File: src/design/rmdr_pkg.sv
// ============================================================================
// Rational multiply/divide/reduce package
// Shared constants, codes and controller/datapath interface structs.
// ============================================================================
`default_nettype none

package rmdr_pkg;

    localparam int VALUE_WIDTH = 32;
    localparam int IN_W        = 32;
    localparam int PROD_W      = 2 * IN_W;
    localparam int CNT_W       = $clog2(PROD_W);
    localparam int SHIFT_W     = $clog2(PROD_W) + 1;

    typedef enum logic [1:0] {
        OP_REDUCE = 2'd0,
        OP_MUL    = 2'd1,
        OP_DIV    = 2'd2,
        OP_EQ     = 2'd3
    } op_t;

    typedef enum logic [1:0] {
        ST_OK       = 2'd0,
        ST_ZERO_DEN = 2'd1,
        ST_OVERFLOW = 2'd2
    } status_t;

    typedef struct packed {
        logic load;
        logic mul_first;
        logic mul_second;
        logic gcd_init;
        logic gcd_step;
        logic div_init;
        logic div_step;
        logic out_load;
    } cmd_t;

    typedef struct packed {
        logic zero_den;
        logic is_eq;
        logic gcd_done;
        logic div_done;
        logic out_free;
    } sts_t;

endpackage

`default_nettype wire

File: src/design/rational_mul_div_reduce.sv
// ============================================================================
// Rational multiply/divide/reduce unit
// Reduces, multiplies or divides fractions via binary gcd; compares two by cross products.
// ============================================================================
//  Channel | Group         | Contents
//  input   | s_tvalid ...  | tdata: a_num, a_den, b_num, b_den; tuser: req_type
//  output  | m_tvalid ...  | tdata: res_num, res_den, is_equal; tuser: status
//
//  One transaction at a time: multiply, then binary gcd on the 64-bit products,
//  then the dual restoring divider; zero-denominator requests skip to output
//  and equality tests end after the cross products.
//  The gcd loop and the bit-serial divider are iterative.
//  A finished result waits in the output register while the next is accepted.
//  Reset clears control only; no clearing pass.
// ============================================================================
`default_nettype none

module rational_mul_div_reduce
#(
    parameter int VALUE_WIDTH = rmdr_pkg::VALUE_WIDTH
)
(
    input  wire          clk,
    input  wire          rst_n,
    input  wire          s_tvalid,
    output logic         s_tready,
    input  wire [127:0]  s_tdata,   // a_num, a_den, b_num, b_den
    input  wire [1:0]    s_tuser,   // req_type
    output logic         m_tvalid,
    input  wire          m_tready,
    output logic [63:0]  m_tdata,   // res_num, res_den, is_equal
    output logic [1:0]   m_tuser    // status
);

    rmdr_pkg::cmd_t cmd;
    rmdr_pkg::sts_t sts;
    logic [31:0]    res_num;
    logic [30:0]    res_den;
    logic           is_equal;

    rmdr_ctrl u_ctrl
    (
        .clk      (clk),
        .rst_n    (rst_n),
        .in_valid (s_tvalid),
        .in_ready (s_tready),
        .sts      (sts),
        .cmd      (cmd)
    );

    rmdr_dp #(.VALUE_WIDTH(VALUE_WIDTH)) u_dp
    (
        .clk        (clk),
        .rst_n      (rst_n),
        .cmd        (cmd),
        .sts        (sts),
        .in_type    (s_tuser),
        .in_a_num   (s_tdata[31:0]),
        .in_a_den   (s_tdata[63:32]),
        .in_b_num   (s_tdata[95:64]),
        .in_b_den   (s_tdata[127:96]),
        .out_valid  (m_tvalid),
        .out_ready  (m_tready),
        .out_num    (res_num),
        .out_den    (res_den),
        .out_eq     (is_equal),
        .out_status (m_tuser)
    );

    assign m_tdata = {is_equal, res_den, res_num};

endmodule

`default_nettype wire

File: src/design/rmdr_ctrl.sv
// ============================================================================
// Rational unit controller
// Sequences multiply, binary gcd and the two divisions for one transaction.
// ============================================================================
`default_nettype none

module rmdr_ctrl
(
    input  wire             clk,
    input  wire             rst_n,
    input  wire             in_valid,
    output logic            in_ready,
    input  rmdr_pkg::sts_t  sts,
    output rmdr_pkg::cmd_t  cmd
);

    typedef enum logic [6:0] {
        S_IDLE  = 7'b0000001,
        S_MULA  = 7'b0000010,
        S_MULB  = 7'b0000100,
        S_GINIT = 7'b0001000,
        S_GCD   = 7'b0010000,
        S_DIV   = 7'b0100000,
        S_FIN   = 7'b1000000
    } state_t;

    state_t state_reg;
    state_t state_next;

    always_ff @(posedge clk or negedge rst_n)
    begin
        if (!rst_n)
        begin
            state_reg <= S_IDLE;
        end
        else
        begin
            state_reg <= state_next;
        end
    end

    assign in_ready = (state_reg == S_IDLE);

    always_comb
    begin
        cmd        = '0;
        state_next = state_reg;
        unique case (state_reg)
            S_IDLE:
            begin
                if (in_valid)
                begin
                    cmd.load   = 1'b1;
                    state_next = S_MULA;
                end
            end
            S_MULA:
            begin
                cmd.mul_first = 1'b1;
                state_next    = sts.zero_den ? S_FIN : S_MULB;
            end
            S_MULB:
            begin
                cmd.mul_second = 1'b1;
                state_next     = S_GINIT;
            end
            S_GINIT:
            begin
                // equality needs only the cross products
                if (sts.is_eq)
                begin
                    state_next = S_FIN;
                end
                else
                begin
                    cmd.gcd_init = 1'b1;
                    state_next   = S_GCD;
                end
            end
            S_GCD:
            begin
                if (sts.gcd_done)
                begin
                    cmd.div_init = 1'b1;
                    state_next   = S_DIV;
                end
                else
                begin
                    cmd.gcd_step = 1'b1;
                end
            end
            S_DIV:
            begin
                cmd.div_step = 1'b1;
                if (sts.div_done)
                begin
                    state_next = S_FIN;
                end
            end
            S_FIN:
            begin
                if (sts.out_free)
                begin
                    cmd.out_load = 1'b1;
                    state_next   = S_IDLE;
                end
            end
            default:
            begin
                state_next = S_IDLE;
            end
        endcase
    end

endmodule

`default_nettype wire

File: src/design/rmdr_dp.sv
// ============================================================================
// Rational unit datapath
// Shared multiplier, binary gcd, dual restoring divider and output register.
// ============================================================================
`default_nettype none

module rmdr_dp
#(
    parameter int VALUE_WIDTH = rmdr_pkg::VALUE_WIDTH
)
(
    input  wire                          clk,
    input  wire                          rst_n,
    input  rmdr_pkg::cmd_t               cmd,
    output rmdr_pkg::sts_t               sts,
    input  wire [1:0]                    in_type,
    input  wire [rmdr_pkg::IN_W-1:0]     in_a_num,
    input  wire [rmdr_pkg::IN_W-1:0]     in_a_den,
    input  wire [rmdr_pkg::IN_W-1:0]     in_b_num,
    input  wire [rmdr_pkg::IN_W-1:0]     in_b_den,
    output logic                         out_valid,
    input  wire                          out_ready,
    output logic [31:0]                  out_num,
    output logic [30:0]                  out_den,
    output logic                         out_eq,
    output logic [1:0]                   out_status
);

    localparam int W  = rmdr_pkg::IN_W;
    localparam int PW = rmdr_pkg::PROD_W;
    localparam logic [PW-1:0] LIMIT = PW'(1) << (VALUE_WIDTH - 1);

    rmdr_pkg::op_t op_reg;
    logic [W-1:0]  an_reg, ad_reg, bn_reg, bd_reg;
    logic          neg_reg, sign_ok_reg, zero_reg;
    logic [PW-1:0] p_reg, q_reg, u_reg, v_reg, g_reg, rn_reg, rd_reg;
    logic [rmdr_pkg::SHIFT_W-1:0] k_reg;
    logic [rmdr_pkg::CNT_W-1:0]   cnt_reg;
    logic          valid_reg;
    logic [31:0]   num_reg;
    logic [30:0]   den_reg;
    logic          eq_reg;
    rmdr_pkg::status_t status_reg;

    logic [W-1:0]  an_m, ad_m, bn_m, bd_m;
    logic          as_s, bs_s;
    rmdr_pkg::op_t in_op;
    logic [W-1:0]  mx, my;
    logic [PW-1:0] prod;
    logic [PW:0]   rn_sh, rd_sh;
    logic          bit_n, bit_d;
    logic          r_neg, r_ovf;

    assign in_op = rmdr_pkg::op_t'(in_type);
    assign an_m  = in_a_num[W-1] ? (~in_a_num + 1'b1) : in_a_num;
    assign ad_m  = in_a_den[W-1] ? (~in_a_den + 1'b1) : in_a_den;
    assign bn_m  = in_b_num[W-1] ? (~in_b_num + 1'b1) : in_b_num;
    assign bd_m  = in_b_den[W-1] ? (~in_b_den + 1'b1) : in_b_den;
    assign as_s  = in_a_num[W-1] ^ in_a_den[W-1];
    assign bs_s  = in_b_num[W-1] ^ in_b_den[W-1];

    // first product: a_num term, second: a_den term
    always_comb
    begin
        case (op_reg)
            rmdr_pkg::OP_REDUCE:
            begin
                mx = cmd.mul_first ? an_reg : ad_reg;
                my = W'(1);
            end
            rmdr_pkg::OP_MUL:
            begin
                mx = cmd.mul_first ? an_reg : ad_reg;
                my = cmd.mul_first ? bn_reg : bd_reg;
            end
            default:
            begin
                mx = cmd.mul_first ? an_reg : ad_reg;
                my = cmd.mul_first ? bd_reg : bn_reg;
            end
        endcase
    end

    assign prod  = PW'(mx) * PW'(my);
    assign rn_sh = {rn_reg, p_reg[PW-1]};
    assign rd_sh = {rd_reg, q_reg[PW-1]};
    assign bit_n = (rn_sh >= {1'b0, g_reg});
    assign bit_d = (rd_sh >= {1'b0, g_reg});

    assign r_neg = neg_reg && (p_reg != '0);
    assign r_ovf = (q_reg > LIMIT - 1'b1) || (p_reg > (r_neg ? LIMIT : LIMIT - 1'b1));

    assign sts.zero_den = zero_reg;
    assign sts.is_eq    = (op_reg == rmdr_pkg::OP_EQ);
    assign sts.gcd_done = (u_reg == '0);
    assign sts.div_done = (cnt_reg == '1);
    assign sts.out_free = !valid_reg || out_ready;

    always_ff @(posedge clk)
    begin
        if (cmd.load)
        begin
            op_reg      <= in_op;
            an_reg      <= an_m;
            ad_reg      <= ad_m;
            bn_reg      <= bn_m;
            bd_reg      <= bd_m;
            neg_reg     <= (in_op == rmdr_pkg::OP_REDUCE) ? as_s : (as_s ^ bs_s);
            sign_ok_reg <= (an_m == '0) || (as_s == bs_s);
            zero_reg    <= (ad_m == '0)
                        || ((in_op != rmdr_pkg::OP_REDUCE) && (bd_m == '0))
                        || ((in_op == rmdr_pkg::OP_DIV) && (bn_m == '0));
        end
        if (cmd.mul_first)
        begin
            p_reg <= prod;
        end
        if (cmd.mul_second)
        begin
            q_reg <= prod;
        end
        if (cmd.gcd_init)
        begin
            u_reg <= p_reg;
            v_reg <= q_reg;
            k_reg <= '0;
        end
        if (cmd.gcd_step)
        begin
            if (!u_reg[0] && !v_reg[0])
            begin
                u_reg <= u_reg >> 1;
                v_reg <= v_reg >> 1;
                k_reg <= k_reg + 1'b1;
            end
            else if (!u_reg[0])
            begin
                u_reg <= u_reg >> 1;
            end
            else if (!v_reg[0])
            begin
                v_reg <= v_reg >> 1;
            end
            else if (u_reg >= v_reg)
            begin
                u_reg <= u_reg - v_reg;
            end
            else
            begin
                v_reg <= v_reg - u_reg;
            end
        end
        if (cmd.div_init)
        begin
            g_reg   <= v_reg << k_reg;
            rn_reg  <= '0;
            rd_reg  <= '0;
            cnt_reg <= '0;
        end
        if (cmd.div_step)
        begin
            // quotient bits shift into the dividend registers
            rn_reg  <= bit_n ? PW'(rn_sh - {1'b0, g_reg}) : rn_sh[PW-1:0];
            rd_reg  <= bit_d ? PW'(rd_sh - {1'b0, g_reg}) : rd_sh[PW-1:0];
            p_reg   <= {p_reg[PW-2:0], bit_n};
            q_reg   <= {q_reg[PW-2:0], bit_d};
            cnt_reg <= cnt_reg + 1'b1;
        end
        if (cmd.out_load)
        begin
            num_reg    <= '0;
            den_reg    <= '0;
            eq_reg     <= 1'b0;
            status_reg <= rmdr_pkg::ST_OK;
            if (zero_reg)
            begin
                status_reg <= rmdr_pkg::ST_ZERO_DEN;
            end
            else if (op_reg == rmdr_pkg::OP_EQ)
            begin
                eq_reg <= (p_reg == q_reg) && sign_ok_reg;
            end
            else if (r_ovf)
            begin
                status_reg <= rmdr_pkg::ST_OVERFLOW;
            end
            else
            begin
                num_reg <= r_neg ? (~p_reg[31:0] + 1'b1) : p_reg[31:0];
                den_reg <= q_reg[30:0];
            end
        end
    end

    always_ff @(posedge clk or negedge rst_n)
    begin
        if (!rst_n)
        begin
            valid_reg <= 1'b0;
        end
        else if (cmd.out_load)
        begin
            valid_reg <= 1'b1;
        end
        else if (out_ready)
        begin
            valid_reg <= 1'b0;
        end
    end

    assign out_valid  = valid_reg;
    assign out_num    = num_reg;
    assign out_den    = den_reg;
    assign out_eq     = eq_reg;
    assign out_status = status_reg;

`ifndef SYNTHESIS
    a_gcd_v_nonzero: assert property (@(posedge clk) disable iff (!rst_n)
        cmd.gcd_step |-> (v_reg != '0))
        else $error("gcd operand v reached zero");
    a_rem_below_g: assert property (@(posedge clk) disable iff (!rst_n)
        cmd.div_step |-> (rn_reg < g_reg) && (rd_reg < g_reg))
        else $error("divider remainder not below divisor");
    a_err_clears_data: assert property (@(posedge clk) disable iff (!rst_n)
        (valid_reg && status_reg != rmdr_pkg::ST_OK) |-> (den_reg == '0) && !eq_reg)
        else $error("error result carries data");
`endif

endmodule

`default_nettype wire
File: config.mk
export PLATFORM = sky130hd
export DESIGN_NAME = rational_mul_div_reduce
export DESIGN_NICKNAME = d
export VERILOG_FILES = /design/src/design/rmdr_pkg.sv /design/src/design/rational_mul_div_reduce.sv /design/src/design/rmdr_ctrl.sv /design/src/design/rmdr_dp.sv
export SDC_FILE = /design/constraint.sdc
export NUM_CORES = 2
export LEC_CHECK = 0
export BUFFER_PORTS_ARGS = -buffer_cell sky130_fd_sc_hd__buf_2
export CAP_MARGIN = 30
export CORE_UTILIZATION = 45
export DETAILED_ROUTE_END_ITERATION = 10
export GPL_TIMING_DRIVEN = 0
export SETUP_SLACK_MARGIN = 0.5
export SLEW_MARGIN = 20
export SYNTH_ARGS = -nofsm -noshare
export SYNTH_HDL_FRONTEND = slang
export SYNTH_SLANG_ARGS = --single-unit
File: constraint.sdc
create_clock -name clk -period 22.8 [get_ports clk]
set_input_delay 4.56 -clock clk [delete_from_list [all_inputs] [get_ports clk]]
set_output_delay 4.56 -clock clk [all_outputs]
set_load 0.03 [all_outputs]
# After elaboration in Yosys (flattened, before gate mapping)
# Index checks and enable logic that the tools add are counted.
# totals
register_bits,668
inputBits,134
output_inout_bits,68
wordCells,158
# op_classes
addsub,11
n_mul,1
magnitude_cmp,5
eq_ne,17
n_shift,1
muxes,60
bitwise_logic,9
n_reduce_logical,30
# ops
op,count
$mux 64,21
$mux 32,9
$sub 64x64->64,4
$add 32x1->32 const B,5
$not 32->32,5
$ge 65x64->1,2
$logic_not 32->1,4
$eq 64x64->1,1
$ge 64x64->1,1
$gt 64x31->1 const B,1
$gt 64x64->1,1
$logic_not 64->1,1
$mul 32x32->64,1
$pmux 32 s2,1
$reduce_bool 64->1,1
$shl 64x7->64,1
$mux 7,9
$pmux 7 s7,1
$mux 1,15
$mux 6,2
$reduce_bool 2->1,5
$ne 2x2->1 const B,4
$add 7x1->7 const B,1
$eq 7x1->1 const B,1
other kinds (21),37

# Longest topological paths before layout
# depth
depth_word,9
mapped_depth,37
depth_no_buf,33

# By module
# A second synthesis with hierarchy kept.
# unflattened
hier_cells,9722
area_unflattened_um2,84643.7
# modules_own_cells
module,instances,cells_each,area_per_inst_um2,seq_area_each_um2
rmdr_dp,1,9671,84143.2,18492.7
rmdr_ctrl,1,50,493.0,176.4
rational_mul_div_reduce,1,1,7.5,0.0

# Least setup slack after synthesis
# OpenSTA, ideal clock, no wires.
# synth_path
path_kind,flip-flop to flip-flop
start,reg u_ctrl.state_reg[2]
end,"reg u_dp.p_reg[57], data pin"
setup_ns,0.254
t_arrival_ns,9.142
required_time_ns,22.546
setup_slack_ns,13.404
path_stages_with_launch,33
n_path_buf,4
path_cell_list,dfrtp_1 nor4_1 and3_1 clkbuf_1 clkbuf_1 mux2i_1 o22a_1 clkbuf_1 nor2_1 fa_1 fa_1 fa_1 inv_1 fa_1 inv_1 fa_1 fa_1 fa_1 inv_1 fa_1 inv_1 ha_1 clkbuf_1 nand4_1 nor2_1 o211ai_1 o21ai_0 a21oi_1 o41ai_1 a21oi_1 xnor2_1 nor2_1 a21o_1
# synth_via
elab_chain_len,7
elab_cells_between_ends,11
classes_between,mul (1); eq/ne (2); mux (8)
# synth_lines
item,line,rtl
start: declaration,rmdr_ctrl.sv:27,state_t state_reg;
start signal: assignment,rmdr_ctrl.sv:38,state_reg <= state_next;
$eq 7x2->1,rmdr_ctrl.sv:48,unique case (state_reg)
$mux 1,rmdr_ctrl.sv:48,
"$mux 32, on equally long branches","rmdr_dp.sv:79, rmdr_dp.sv:74",
$pmux 32 s2,rmdr_dp.sv:65,case (op_reg)
$mul 32x32->64,rmdr_dp.sv:84,assign prod = PW'(mx) * PW'(my);
$mux 64,rmdr_dp.sv:114,if (cmd.mul_first)
$mux 64 *,rmdr_dp.sv:160,if (cmd.div_step)
end signal: assignment,rmdr_dp.sv:116,p_reg <= prod;
end signal: assignment,rmdr_dp.sv:165,"p_reg <= {p_reg[PW-2:0], bit_n};"
end: declaration,rmdr_dp.sv:36,"logic [PW-1:0] p_reg, q_reg, u_reg, v_reg, g_reg, rn_reg, rd_reg;"
# Every way passes the cells marked *; elsewhere a longest branch is shown, timed or not. The select of a mux whose other input is x is not followed.
# A chain may end at the register's enable or synchronous reset.

# Final worst setup path
# layout_path
start,reg u_ctrl.state_reg[0]
end,"reg u_dp.q_reg[57], data pin"
# layout_via
elab_chain_len,7
elab_cells_between_ends,11
classes_between,mul (1); eq/ne (2); mux (8)
# layout_lines
item,line,rtl
$eq 7x2->1,rmdr_ctrl.sv:48,
$mux 1,rmdr_ctrl.sv:48,
"$mux 32, on equally long branches","rmdr_dp.sv:79, rmdr_dp.sv:74",
$pmux 32 s2,rmdr_dp.sv:65,
$mul 32x32->64,rmdr_dp.sv:84,
$mux 64,rmdr_dp.sv:118,if (cmd.mul_second)
$mux 64 *,rmdr_dp.sv:160,
end signal: assignment,rmdr_dp.sv:120,q_reg <= prod;
end signal: assignment,rmdr_dp.sv:166,"q_reg <= {q_reg[PW-2:0], bit_d};"
end: declaration,rmdr_dp.sv:36,
# Marks and branches as above.

==> flow_summary.ini <==
[status]
outcome = completed

[yosys]
syn_nets = 11731
yosys_register_bits = 668
synth_ff_type = edfxtp_1
syn_area_um2 = 85600
yosysMostFrequentCell = nand2_1
synth_top_area_share_pct = 21.1
yosysWarnings = 0
async_reset_ff_share_pct = 1.20
synth_common_cells = 1468 x nand2_1, 1198 x inv_1, 1177 x nor2_1
seq_area_frac_synth_pct = 21.8
synth_edf_count = 525
ys_types = 92
avgSynthCellArea_um2 = 8.44
synthTopCellsByArea = fa_1 21%, edfxtp_1 18%, ha_1 8.2%
postSynthCellCount = 10137
yosysTopAreaCell = fa_1

[routing]
vias_per_cell = 6.04
routed_wirelength_um = 387000
routed.top_layer = met5
drt-met1-wl_um = 151000
route.met2.wl_um = 171000
ant_nets = 0
vias = 78964
wl_per_cell_um = 29.6
route.met3.wl_um = 31000
drtIter0Drc = 7845
drt_first_pass_iters = 6
drc_errors = 0

[clock_network]
root_buffer = clkbuf_16
clock_latency_ns = 0.74
post-cts-setup-buffer-count = 0
cts_tree = done
clock_sinks = 668
cts_max_level = 3
cts_buffers = 83
cts.clk_slew.worst_paths_ns = 0.07
ctsHoldBuffers = 0
cts_buffer_depth = 3
cts_resized = 0

[timing]
setup_slack_ns = 9.87
slew_violations = 0
fin_crit_ns = 12.93
setup_viol = 0
tightest_slew_ns = 1.17
slew-limit-headroom_pct = 21.5
rsz0062_at_grt = no
fin_tns_setup_ns = 0
fin_crit_sh_pct = 56.7
finalHoldViolCount = 0
clock_skew_ns = 0.0604
max_freq_mhz = 77.3

[global_route]
grt_start_max_net_pins = 61
overflow = 0
grt_pass1_vias = 78456
antenna_found_initial = 14
grt_pass1_wl_um = 554000
grtUsageTotal_pct = 39.9

[job]
cap_violations = 0

[final_layout]
layout.nets = 12082
fin_area_um2 = 93700
drive_above_1_share_pct = 5.62
syn2layout_area_growth_pct = 9.45
fin_util_pct = 49.7

[placed_design]
gp_congestion = 1.03
dpl_cell_area_um2 = 90700
io_buffers = 191
pre_cts_slack_ns = 10.05
dp_hpwl_um = 324000

[worst_setup_path]
critPathBufInv = 10
worstPathRequired_ns = 23.24
cp_common_cell = fa_1
slowest_stage = o41ai_1
critPathMaxStageDelay_ns = 0.89
cp.arrival_ns = 13.38
critical_path.endpoint_type = flop
start_kind = flop
cp_max_fo = 10
path_class = flop to flop
cpLargestDelayFamily = adder cells

[floorplanning]
die_area_um2 = 192000
num_rows = 159
io_pins = 202
dieHeight_um = 438
initial_core_util_pct = 45.4
core_um2 = 188000
die_w_um = 438

[min_path]
min_path_type = flop to flop
==> final timing paths <==
path,from,to,slack (ns),cells past startpoint
hold / removal,u_dp.k_reg[0],u_dp.k_reg[1],0.57,3
hold reg to reg,u_dp.k_reg[0],u_dp.k_reg[1],0.57,3
setup / recovery,u_ctrl.state_reg[0],u_dp.q_reg[57],9.87,34
setup reg to reg,u_ctrl.state_reg[0],u_dp.q_reg[57],9.87,34
min in group asynchronous,rst_n,u_ctrl.state_reg[4],3.67,1
max in group asynchronous,rst_n,u_ctrl.state_reg[0],18.88,1
==> metrics by stage <==
stage	hold slack, ns	instances
3_5_place_dp	0.556	12885
3_3_place_gp	0.541	12823
5_1_grt	0.568	13054
2_1_floorplan	0.464	10137
6_report	0.567	13063
4_1_cts	0.559	13039
==> logic make-up (layout without fill, tap and decap cells) <==
| logic type | after synthesis | count (layout) | synth area share (%) |
|---|---|---|---|
| DFF | 668 | 668 | 21.8 |
| adders and majority gates | 1460 | 1460 | 29.2 |
| xor gates and xnor gates | 505 | 505 | 5.17 |
| buffers and inverters | 1763 | 2183 | 7.76 |
| muxes | 254 | 254 | 3.64 |
| AOI/OAI and AO/OA | 2055 | 2055 | 15.1 |
| and+or+nand+nor | 3432 | 3432 | 17.2 |
| other | 0 | 11 | 0 |
==> metal layers <==
layer	GRT usage, %	vias to the layer above
met2	62.3	3849
li1	-	34779
met5	0	-
met3	7.77	1035
met1	49.6	39291
met4	28.4	10
==> placed cells by master, fill, tap and decap left out, types with 27 or more instances in the layout <==
master and n:
nand4_1 119, o22ai_1 65, and3_1 28, clkbuf_16 85, a32oi_1 36, o21a_1 50, inv_1 1198, or4_1 30
a31oi_1 67, ha_1 560, buf_1 60, a211oi_1 84, dfxtp_1 135, fa_1 900, o41ai_1 27, and2_1 82
o21bai_1 88, nor3_1 102, xor2_1 154, or3_1 41, edfxtp_1 525, nor2_1 1177, clkbuf_1 493, nand2b_1 57
a21oi_1 634, a21o_1 222, buf_6 28, xnor2_1 351, mux4_2 45, nor2b_1 30, mux2i_1 189, o22a_1 35
or2_2 48, o31ai_1 53, buf_2 206, nand2_1 1466, nand3_1 116, o21ai_0 451, nor4_1 79
==> tightest hold or removal path: stages, from the launching register on <==
cell	delay (ns)
dfxtp_1	0.34
ha_1	0.13
nand2_1	0.04
o31ai_1	0.05
==> layout make-up <==
cell class	instances	area (um2)
Timing Repair Buffer	266	1900
Inverter	1203	4520
Sequential cell	668	18700
Tap cell	2495	3120
Multi-Input combinational cell	7706	60500
Buffer	560	2130
Clock inverter	56	614
Antenna cell	11	27.5
Clock buffer	98	2220
Fill cell	18499	94700
Power is not shown: default switching activity piles up to over one toggle a cycle in this logic, so the estimate is an artifact.
